`src/rtl/uto_pkg.sv`:
```
// uto_pkg: shared types and constants of the oversampled uart transceiver
// no dependencies; imported by uto_front, uto_core and the top level
`default_nettype none

package uto_pkg;

  // request kinds
  typedef enum logic {
    OP_TICK = 1'b0,
    OP_PUT  = 1'b1
  } op_t;

  // transmitter phases
  typedef enum logic [1:0] {
    PH_IDLE  = 2'd0,
    PH_START = 2'd1,
    PH_SEND  = 2'd2,
    PH_STOP  = 2'd3
  } tx_phase_t;

  // one classified request as it travels from front to back
  typedef struct packed {
    op_t        op;
    logic       rx_level;
    logic [7:0] wr_byte;
  } uto_item_t;

  localparam logic [7:0] TX_DIV_RELOAD = 8'd3;
  localparam logic [7:0] TX_DIV_ARM    = 8'd2;
  localparam logic [3:0] TX_FRAME_BITS = 4'd8;
  localparam logic [2:0] RX_START_DIV  = 3'd4;
  localparam logic [2:0] RX_BIT_DIV    = 3'd3;
  localparam logic [3:0] RX_FRAME_BITS = 4'd9;

endpackage

`default_nettype wire

```
`src/rtl/uto_front.sv`:
```
// uto_front: accepts requests, classifies them and holds them in a 2-entry queue
// depends on uto_pkg
`default_nettype none

module uto_front
  import uto_pkg::*;
(
  input  wire logic       clk,
  input  wire logic       rst_n,
  input  wire logic       in_valid,
  output logic            in_stall,
  input  wire logic       in_op,
  input  wire logic       in_rx_level,
  input  wire logic [7:0] in_wr_byte,
  output logic            item_valid,
  output uto_item_t       item,
  input  wire logic       item_pop
);

  uto_item_t  slot_r [2];
  logic       wr_sel_r, wr_sel_nxt;
  logic       rd_sel_r, rd_sel_nxt;
  logic [1:0] count_r, count_nxt;
  logic       push;
  uto_item_t  cls;

  assign in_stall   = (count_r == 2'd2);
  assign push       = in_valid && !in_stall;
  assign item_valid = (count_r != 2'd0);
  assign item       = slot_r[rd_sel_r];

  // classify the raw request
  always_comb begin
    cls.op       = in_op ? OP_PUT : OP_TICK;
    cls.rx_level = in_rx_level;
    cls.wr_byte  = in_wr_byte;
  end

  always_comb begin
    wr_sel_nxt = push ? ~wr_sel_r : wr_sel_r;
    rd_sel_nxt = item_pop ? ~rd_sel_r : rd_sel_r;
    count_nxt  = count_r + {1'b0, push} - {1'b0, item_pop};
  end

  always_ff @(posedge clk) begin
    if (!rst_n) begin
      wr_sel_r <= 1'b0;
      rd_sel_r <= 1'b0;
      count_r  <= 2'd0;
    end else begin
      wr_sel_r <= wr_sel_nxt;
      rd_sel_r <= rd_sel_nxt;
      count_r  <= count_nxt;
    end
  end

  always_ff @(posedge clk) begin
    if (push) begin
      slot_r[wr_sel_r] <= cls;
    end
  end

endmodule

`default_nettype wire

```
`src/rtl/uto_core.sv`:
```
// uto_core: executes ticks and puts, holds receiver, transmitter and tx queue
// depends on uto_pkg; drives the registered result channel
`default_nettype none

module uto_core
  import uto_pkg::*;
#(
  parameter int QUEUE_DEPTH = 4
) (
  input  wire logic       clk,
  input  wire logic       rst_n,
  input  wire logic       item_valid,
  input  wire uto_item_t  item,
  output logic            item_pop,
  output logic            out_valid,
  input  wire logic       out_stall,
  output logic            out_tx_level,
  output logic            out_put_status,
  output logic            out_rx_valid,
  output logic [7:0]      out_rx_byte,
  output logic            out_queue_full
);

  localparam int PtrW = (QUEUE_DEPTH > 1) ? $clog2(QUEUE_DEPTH) : 1;
  localparam logic [PtrW-1:0] LastPtr = PtrW'(QUEUE_DEPTH - 1);

  function automatic logic [PtrW-1:0] next_ptr(input logic [PtrW-1:0] p);
    next_ptr = (p == LastPtr) ? '0 : p + PtrW'(1);
  endfunction

  // tx queue storage
  logic [7:0] mem [QUEUE_DEPTH];
  logic [7:0] head_r;

  logic [PtrW-1:0] rd_ptr_r, rd_ptr_nxt;
  logic [PtrW-1:0] wr_ptr_r, wr_ptr_nxt;
  logic            not_full_r, not_full_nxt;
  logic            pending_r, pending_nxt;
  tx_phase_t       phase_r, phase_nxt;
  logic [7:0]      tx_div_r, tx_div_nxt;
  logic [3:0]      tx_bits_r, tx_bits_nxt;
  logic [7:0]      tx_shift_r, tx_shift_nxt;
  logic            tx_line_r, tx_line_nxt;
  logic            rx_busy_r, rx_busy_nxt;
  logic [2:0]      rx_div_r, rx_div_nxt;
  logic [3:0]      rx_bits_r, rx_bits_nxt;
  logic [7:0]      rx_shift_r, rx_shift_nxt;

  logic            wr_en;
  logic            status;
  logic            rvalid;
  logic [7:0]      rbyte;

  logic            out_valid_r;
  logic            out_put_status_r, out_rx_valid_r, out_queue_full_r;
  logic [7:0]      out_rx_byte_r;

  assign item_pop = item_valid && (!out_valid_r || !out_stall);

  always_comb begin
    rd_ptr_nxt   = rd_ptr_r;
    wr_ptr_nxt   = wr_ptr_r;
    not_full_nxt = not_full_r;
    pending_nxt  = pending_r;
    phase_nxt    = phase_r;
    tx_div_nxt   = tx_div_r;
    tx_bits_nxt  = tx_bits_r;
    tx_shift_nxt = tx_shift_r;
    tx_line_nxt  = tx_line_r;
    rx_busy_nxt  = rx_busy_r;
    rx_div_nxt   = rx_div_r;
    rx_bits_nxt  = rx_bits_r;
    rx_shift_nxt = rx_shift_r;
    wr_en        = 1'b0;
    status       = 1'b0;
    rvalid       = 1'b0;
    rbyte        = 8'd0;

    if (item.op == OP_PUT) begin
      if (not_full_r) begin
        wr_en       = 1'b1;
        wr_ptr_nxt  = next_ptr(wr_ptr_r);
        pending_nxt = 1'b1;
        if (wr_ptr_nxt == rd_ptr_r) begin
          not_full_nxt = 1'b0;
        end
      end else begin
        status = 1'b1;
      end
    end else begin
      // receiver
      if (rx_busy_r) begin
        rx_div_nxt = rx_div_r - 3'd1;
        if (rx_div_nxt == 3'd0) begin
          rx_div_nxt  = RX_BIT_DIV;
          rx_bits_nxt = rx_bits_r - 4'd1;
          if (rx_bits_nxt == 4'd0) begin
            rvalid      = 1'b1;
            rbyte       = rx_shift_r;
            rx_busy_nxt = 1'b0;
          end else begin
            rx_shift_nxt = {item.rx_level, rx_shift_r[7:1]};
          end
        end
      end else if (!item.rx_level) begin
        rx_busy_nxt = 1'b1;
        rx_div_nxt  = RX_START_DIV;
        rx_bits_nxt = RX_FRAME_BITS;
      end

      // transmitter
      tx_div_nxt = tx_div_r - 8'd1;
      if (tx_div_nxt == 8'd0) begin
        tx_div_nxt = TX_DIV_RELOAD;
        unique case (phase_r)
          PH_START: begin
            tx_line_nxt  = 1'b0;
            tx_shift_nxt = head_r;
            not_full_nxt = 1'b1;
            rd_ptr_nxt   = next_ptr(rd_ptr_r);
            if (rd_ptr_nxt == wr_ptr_r) begin
              pending_nxt = 1'b0;
            end
            tx_bits_nxt = TX_FRAME_BITS;
            phase_nxt   = PH_SEND;
          end
          PH_SEND: begin
            tx_line_nxt  = tx_shift_r[0];
            tx_shift_nxt = {1'b0, tx_shift_r[7:1]};
            tx_bits_nxt  = tx_bits_r - 4'd1;
            if (tx_bits_nxt == 4'd0) begin
              phase_nxt = PH_STOP;
            end
          end
          PH_STOP: begin
            tx_line_nxt = 1'b1;
            phase_nxt   = PH_IDLE;
          end
          default: begin
            phase_nxt = phase_r;
          end
        endcase
      end
      if (tx_div_nxt == TX_DIV_ARM && phase_nxt == PH_IDLE && pending_nxt) begin
        phase_nxt = PH_START;
      end
    end
  end

  always_ff @(posedge clk) begin
    if (!rst_n) begin
      rd_ptr_r   <= '0;
      wr_ptr_r   <= '0;
      not_full_r <= 1'b1;
      pending_r  <= 1'b0;
      phase_r    <= PH_IDLE;
      tx_div_r   <= 8'd0;
      tx_bits_r  <= 4'd0;
      tx_shift_r <= 8'd0;
      tx_line_r  <= 1'b1;
      rx_busy_r  <= 1'b0;
      rx_div_r   <= 3'd0;
      rx_bits_r  <= 4'd0;
      rx_shift_r <= 8'd0;
    end else if (item_pop) begin
      rd_ptr_r   <= rd_ptr_nxt;
      wr_ptr_r   <= wr_ptr_nxt;
      not_full_r <= not_full_nxt;
      pending_r  <= pending_nxt;
      phase_r    <= phase_nxt;
      tx_div_r   <= tx_div_nxt;
      tx_bits_r  <= tx_bits_nxt;
      tx_shift_r <= tx_shift_nxt;
      tx_line_r  <= tx_line_nxt;
      rx_busy_r  <= rx_busy_nxt;
      rx_div_r   <= rx_div_nxt;
      rx_bits_r  <= rx_bits_nxt;
      rx_shift_r <= rx_shift_nxt;
    end
  end

  // queue write and registered head read, with bypass of a same-cycle write
  always_ff @(posedge clk) begin
    if (item_pop) begin
      if (wr_en) begin
        mem[wr_ptr_r] <= item.wr_byte;
      end
      if (wr_en && (wr_ptr_r == rd_ptr_nxt)) begin
        head_r <= item.wr_byte;
      end else begin
        head_r <= mem[rd_ptr_nxt];
      end
    end
  end

  // result register
  always_ff @(posedge clk) begin
    if (!rst_n) begin
      out_valid_r <= 1'b0;
    end else if (item_pop) begin
      out_valid_r <= 1'b1;
    end else if (!out_stall) begin
      out_valid_r <= 1'b0;
    end
  end

  always_ff @(posedge clk) begin
    if (item_pop) begin
      out_put_status_r <= status;
      out_rx_valid_r   <= rvalid;
      out_rx_byte_r    <= rbyte;
      out_queue_full_r <= !not_full_nxt;
    end
  end

  assign out_valid      = out_valid_r;
  assign out_tx_level   = tx_line_r;
  assign out_put_status = out_put_status_r;
  assign out_rx_valid   = out_rx_valid_r;
  assign out_rx_byte    = out_rx_byte_r;
  assign out_queue_full = out_queue_full_r;

`ifndef SYNTHESIS
  a_full_ptrs: assert property (@(posedge clk) disable iff (!rst_n)
    !not_full_r |-> (wr_ptr_r == rd_ptr_r))
    else $error("queue full with unequal pointers");

  a_empty_state: assert property (@(posedge clk) disable iff (!rst_n)
    !pending_r |-> (wr_ptr_r == rd_ptr_r) && not_full_r)
    else $error("queue empty but pointers or full flag disagree");

  a_rx_div: assert property (@(posedge clk) disable iff (!rst_n)
    rx_busy_r |-> (rx_div_r != 3'd0) && (rx_div_r <= RX_START_DIV))
    else $error("receiver divider out of range while busy");

  a_tx_bits: assert property (@(posedge clk) disable iff (!rst_n)
    (phase_r == PH_SEND) |-> (tx_bits_r != 4'd0) && (tx_bits_r <= TX_FRAME_BITS))
    else $error("transmit bit count out of range while sending");

  a_pop_holds: assert property (@(posedge clk) disable iff (!rst_n)
    (out_valid_r && out_stall) |-> !item_pop)
    else $error("request executed while result register is held");
`endif

endmodule

`default_nettype wire

```
`src/rtl/uart_transceiver_oversampled.sv`:
```
// uart_transceiver_oversampled: top level of the 8n1 uart with 3x oversampling
// depends on uto_pkg, uto_front and uto_core
//
// usage
//   in channel (in_valid / in_stall): one request per handshake. in_op = 0 is an
//   oversampling tick carrying in_rx_level, in_op = 1 puts in_wr_byte into the
//   transmit queue (QUEUE_DEPTH entries)
//   out channel (out_valid / out_stall): exactly one result per request, in order:
//   transmit line level, put status, received byte with its valid flag, queue full
//   path: a request is held in the front queue, then the execute step pops it
//   and loads the result register; out_stall can hold a request in the queue
//   throughput: one request per cycle while no result is held by out_stall
//   a 2-entry request queue sits between front and back, so the front keeps taking
//   requests while a result waits; when out_stall holds, up to two more requests
//   are taken before in_stall rises
//   reset (rst_n low, synchronous): queues empty, transmitter idle with the line
//   high, receiver hunting for a start level; transmit queue contents are not
//   cleared and only entries written since reset are ever sent
//   tx line is updated only by ticks; puts leave receiver and transmitter alone
`default_nettype none

module uart_transceiver_oversampled
  import uto_pkg::*;
#(
  parameter int QUEUE_DEPTH = 4
) (
  input  wire logic       clk,
  input  wire logic       rst_n,
  input  wire logic       in_valid,
  output logic            in_stall,
  input  wire logic       in_op,
  input  wire logic       in_rx_level,
  input  wire logic [7:0] in_wr_byte,
  output logic            out_valid,
  input  wire logic       out_stall,
  output logic            out_tx_level,
  output logic            out_put_status,
  output logic            out_rx_valid,
  output logic [7:0]      out_rx_byte,
  output logic            out_queue_full
);

  // request path between front and back
  logic      item_valid;
  uto_item_t item;
  logic      item_pop;

  // front: accept and classify requests, buffer two of them
  uto_front u_front (
    .clk         (clk),
    .rst_n       (rst_n),
    .in_valid    (in_valid),
    .in_stall    (in_stall),
    .in_op       (in_op),
    .in_rx_level (in_rx_level),
    .in_wr_byte  (in_wr_byte),
    .item_valid  (item_valid),
    .item        (item),
    .item_pop    (item_pop)
  );

  // back: receiver, transmitter, tx queue and result register
  uto_core #(
    .QUEUE_DEPTH (QUEUE_DEPTH)
  ) u_core (
    .clk            (clk),
    .rst_n          (rst_n),
    .item_valid     (item_valid),
    .item           (item),
    .item_pop       (item_pop),
    .out_valid      (out_valid),
    .out_stall      (out_stall),
    .out_tx_level   (out_tx_level),
    .out_put_status (out_put_status),
    .out_rx_valid   (out_rx_valid),
    .out_rx_byte    (out_rx_byte),
    .out_queue_full (out_queue_full)
  );

endmodule

`default_nettype wire

```
`config.mk`:
```
export PLATFORM = sky130hd
export DESIGN_NAME = uart_transceiver_oversampled
export DESIGN_NICKNAME = d
export VERILOG_FILES = /design/src/rtl/uto_pkg.sv /design/src/rtl/uto_front.sv /design/src/rtl/uto_core.sv /design/src/rtl/uart_transceiver_oversampled.sv
export SDC_FILE = /design/constraint.sdc
export NUM_CORES = 1
export LEC_CHECK = 0
export ABC_AREA = 0
export CORE_ASPECT_RATIO = 2
export CORE_MARGIN = 1
export CORE_UTILIZATION = 40
export CTS_BUF_LIST = sky130_fd_sc_hd__clkbuf_16
export DETAILED_ROUTE_END_ITERATION = 10
export DONT_BUFFER_PORTS = 1
export MAX_ROUTING_LAYER = met4
export PLACE_DENSITY = 0.53
export SKIP_CTS_REPAIR_TIMING = 1
export SLEW_MARGIN = 20
export SYNTH_ARGS = -nofsm -noshare
export SYNTH_HDL_FRONTEND = slang
export SYNTH_HIERARCHICAL = 1
export SYNTH_SLANG_ARGS = --single-unit
```
`constraint.sdc`:
```
create_clock -name clk -period 3.9 [get_ports clk]
set_input_delay 0 -clock clk [delete_from_list [all_inputs] [get_ports clk]]
set_output_delay 0 -clock clk [all_outputs]
set_load 0.05 [all_outputs]
```
======== Word-level counts from Yosys, hierarchy flattened ========
Memories as Yosys holds them, arrays and structs flattened. A register that Yosys moved wholly into a read port is not among the register bits.
Cells that the tools add are included.
storage, ports and cells
  memories kept ........................... 2
  output and inout port bits .............. 14
  RAM bits ................................ 52
  bits in registers ....................... 61
operators by class
  reduce and logical (&&, ||, !) cells .... 27
  eq/ne operators ......................... 13
  add/sub/neg operators ................... 8
  bitwise gates (word level) .............. 6
  multiplexer cells ....................... 50
memories
  name            words  bits a word  read ports  clocked after Yosys merged registers in  write ports  line             source
  u_core.mem      4      8            1           1                                        1            uto_core.sv:32   logic [7:0] mem [QUEUE_DEPTH];
  u_front.slot_r  2      10           1           1                                        1            uto_front.sv:20  uto_item_t slot_r [2];
operators with widths
  cell                                                                 count
  1-bit two-way mux                                                    29
  2-bit two-way mux                                                    9
  8-bit two-way mux                                                    2
  8-bit case mux with 2 select lines                                   1
  4-bit two-way mux                                                    3
  4-bit AND reduction                                                  3
  2-bit == test (second input constant)                                5
  3-bit two-way mux                                                    3
  8-bit by 2-bit == test with 1-bit output (second input constant)     1
  4-bit zero test                                                      2
  8-bit zero test                                                      1
  4-bit case mux with 2 select lines                                   1
  4-bit by 1-bit subtractor with 4-bit output (second input constant)  2
  8-bit by 1-bit subtractor with 8-bit output (second input constant)  1
  1-bit inverter                                                       6
  2-bit case mux with 3 select lines                                   1
  3-bit AND reduction                                                  2
  5-bit AND reduction                                                  1
  2-bit by 1-bit adder with 2-bit output (second input constant)       2
  2-bit == test                                                        2
  1-bit logical AND                                                    4
  1-bit zero test                                                      4
  2-bit by 1-bit != test with 1-bit output (second input constant)     2
  2-bit != test (second input constant)                                2
  other kinds (13)                                                     15

======== Longest topological paths before layout ========
  depth after elaboration ................. 10
  gate-level depth with buffers ........... 10

======== Cells and area by module ========
The synthesis kept the hierarchy.
by module, submodules not included
  module     cells each  times used  area each (sq um)
  uto_core   432         1           4,782.1
  uto_front  56          1           947.2

======== Worst setup path after synthesis ========
No wires, ideal clock.
  path kind ............................... register to register
  from .................................... register u_core.out_valid_r, in the netlist u_core/out_valid
  to ...................................... register u_core.head_r[0], read port of u_core.mem, data pin
  arrival ................................. 2,523 ps
  path buffers ............................ 1
  required time ........................... 3,636 ps
  path slack .............................. 1,113 ps
  stages on the path, launching flop included .. 7
  library setup time ...................... 264 ps
  path through ............................ dfxtp_1 a21boi_0 clkbuf_1 nand3_1 nor2_1 o21a_4 o31ai_1
between the ends
  longest elaborated chain between the ends .. 3
ends and longest elaborated chain
  what                      line                                source
  start: declaration        uto_core.sv:54                      logic out_valid_r;
  start signal: assignment  uto_core.sv:199                     out_valid_r <= 1'b0;
  start signal: assignment  uto_core.sv:201                     out_valid_r <= 1'b1;
  start signal: assignment  uto_core.sv:203                     out_valid_r <= 1'b0;
  1-bit zero test           uto_core.sv:58                      assign item_pop = item_valid && (!out_valid_r || !out_stall);
  1-bit logical OR          uto_core.sv:58
  1-bit logical AND         uto_core.sv:58
  via item_pop              uart_transceiver_oversampled.sv:46  logic item_pop;
  end: declaration          uto_core.sv:33                      logic [7:0] head_r;
The timed path passes the listed nets, and every way through them passes these cells.
A chain may end at the register's enable or synchronous reset.

==> impl_metrics.toml <==
[finish]
fin_nets = 537
finish.utilization_pct = 47.6
layout-drive-gt1-share_pct = 13.0
antenna_cells = 0
nFillCells = 1259
area_growth_pct = 16.1

[power_and_ir_drop]
peakVddDrop_mv = 0.542
powerDensity_mw_per_mm2 = 747
p_leak_nw = 2.40
p_total_mw = 4.97

[cts]
cts_max_path_buffers = 2
cts_tree = "done"
clock-sinks = 122
htreeDepth = 4
cts_buffers = 17
clkTransAtPathRegs_ps = 60
clk_latency_ps = 410
root_buffer = "clkbuf_16"

[sta]
finalMaxSlewViolations = 0
skew_ps = 5.85
timing.final.hold_violations = 0
slew_headroom_pct = 36.1
fin_crit_ps = 2970
fin_ws_ps = 925
finalCritPeriodShare_pct = 76.3
fin_setup_tns_ps = 0
setup_viol = 0
timing.fmax_mhz = 336
rsz0062_at_grt = "no"
tightestPinTransition_ps = 957

[drt]
wire_per_inst_microns = 15.9
routed_wl_mm = 11.2
drtIter0Drc = 146
ant_nets = 0
first_pass_iters = 4
drt-vias-per-instance = 5.31
num_vias = 3751
drc = 0

[global_routing]
grtUsageTotal_pct = 17.1
met2_usage_pct = 32.7
met1_usage_pct = 14.8
globalRoute.totalOverflow = 0
grt.busiest_layer = "met2"
antenna_found_initial = 0
grtUsageMet3_pct = 3.65
grt_max_degree = 51
grt_pass1_wl_mm = 18.5
first_global_vias = 3886

[floorplan]
die_w_microns = 86.6
core_sq_mm = 0.0140
row_count = 61
die_h_microns = 171
start_util_pct = 41.0
fp.dieArea_sq_mm = 0.0148
ios = 28

[critical_path]
r2r_slack_ps = 930
cp-start-kind = "flip-flop"
cp_top_family = "compound AO/OA/AOI/OAI gates"
cp_data_required_time_ps = 4050
worst_setup_path_end_kind = "flip-flop"
crit_arrival_ps = 3120
reg2reg_to = "u_core/head_r[6]"
path_buf_inv = 0
max_stage_delay_ps = 590
cp_max_fo = 18
cpMaxStageDelayCell = "dfxtp_1"
reg2reg_depth = 7
path_cells = "mux2_2 -> and3b_1 -> nand2_1 -> o21ai_4 -> nand2_2 -> o32ai_1 -> a221oi_2"
crit_type = "flip-flop to flip-flop"

[placement]
portBuffers = 0
post-place-ws_ps = 980
hpwlAfterDp_mm = 8.05
gp_congestion = 0.845

[worst_hold_path]
worstHoldStart = "in_valid"
hold_end = "u_front/slot_r[1][9]"
hold_path_depth = 1
hold_path.class = "input port to flip-flop"

[logic_synthesis]
yosys.area.top_type = "edfxtp_1"
netlist_area_sq_mm = 0.00573
async_reset_ff_share_pct = 0
ys_types = 62
synth_most_common_cell = "edfxtp_1"
synth_warnings = 6
synthFlopType = "edfxtp_1"
ys_seq_elements = 122
seq_area_frac_synth_pct = 55.0
synthTopCellsByArea = "edfxtp_1, dfxtp_1, ha_1"
yosysTopAreaCellShare_pct = 37.2
syn_nets = 521
synth-edff-count = 71
netlist_instances = 488
synth_area_per_cell_sq_um = 11.7
synth_commonest_cells = "edfxtp_1, dfxtp_1, o21ai_0"

[flow_run]
cap_violations = 0

[outcome]
outcome = "completed"
==> registers in the layout, summed over array words and instances, names as in the netlist, 2 cells and up, named ones only <==
| signal | flops |
|---|---|
| u_front/count_r | 2 |
| u_core/tx_div_r | 8 |
| u_core/head_r | 8 |
| u_core/tx_bits_r | 4 |
| u_core/rx_div_r | 3 |
| u_core/mem | 32 |
| u_core/tx_shift_r | 8 |
| u_core/rd_ptr_r | 2 |
| u_front/slot_r | 20 |
| u_core/wr_ptr_r | 2 |
| u_core/rx_shift_r | 8 |
| u_core/out_rx_byte | 8 |
| u_core/phase_r | 2 |
| u_core/rx_bits_r | 4 |
==> placed cells by master (no fill, tap or decap), types with 8 or more instances in the layout <==
master / instances
a211oi_1: 14
a21oi_1: 13
and2_1: 22
and3_1: 17
clkbuf_16: 17
dfxtp_1: 51
dlygate4sd3_1: 14
edfxtp_1: 71
ha_1: 19
inv_1: 21
mux2_2: 10
mux2i_1: 18
nand2_1: 23
nand3_1: 12
nor2_1: 15
nor2b_1: 18
o211a_1: 10
o211ai_1: 8
o21ai_0: 25
xnor2_1: 11
==> cells by family after synthesis <==
kind of cell             Yosys count  synth area share, %
adder cells (fa/ha/maj)           19                 4.15
buffers and inverters             42                 3.32
XOR/XNOR                          16                 2.45
AO/OA/AOI/OAI                    110                 14.5
AND/OR/NAND/NOR                  151                 15.5
multiplexers                      28                 5.11
flip-flops                       122                 55.0
==> power by group <==
| group | internal [mW] | switching (mW) | leakage (nW) |
|---|---|---|---|
| Combinational | 0.526 | 0.796 | 1.03 |
| Sequential | 1.70 | 0.360 | 1.07 |
| Clock | 0.966 | 0.624 | 0.294 |
==> layer usage <==
| layer | wire (microns) | up-vias |
|---|---|---|
| li1 | - | 1830 |
| met1 | 3960 | 1813 |
| met2 | 6630 | 79 |
| met3 | 284 | 29 |
| met4 | 359 | 0 |
| met5 | 0 | - |
==> cell type report <==
cell class / instances / area, sq um / share of cell area [%]
Multi-Input combinational cell: 324 / 2400 / 36.0
Clock inverter: 15 / 178 / 2.67
Inverter: 21 / 78.8 / 1.19
Sequential cell: 122 / 3150 / 47.4
Tap cell: 189 / 236 / 3.56
Timing Repair Buffer: 18 / 183 / 2.75
Clock buffer: 17 / 425 / 6.40
==> through the flow <==
stage,instance area (sq um),hold WS (ps),instances
2_1_floorplan,5730,98.9,488
3_3_place_gp,5890,88.8,659
3_5_place_dp,5890,90.3,659
4_1_cts,6490,-340,691
5_1_grt,6650,146,706
6_report,6650,129,706
==> worst max path at each step <==
| stage | from | to | slack [ps] | cells past startpoint |
|---|---|---|---|---|
| finish | flip-flop | u_core/head_r[6] | 930 | 7 |
| global placement | flip-flop | u_core/head_r[6] | 1060 | 7 |
| global route | flip-flop | u_core/head_r[4] | 770 | 7 |
| floorplan | u_core/out_valid | u_core/head_r[0] | 1110 | 6 |
| detailed placement | flip-flop | u_core/head_r[6] | 980 | 7 |
| CTS | flip-flop | u_core/head_r[6] | 960 | 7 |
Power figures use the tool's default switching activity.
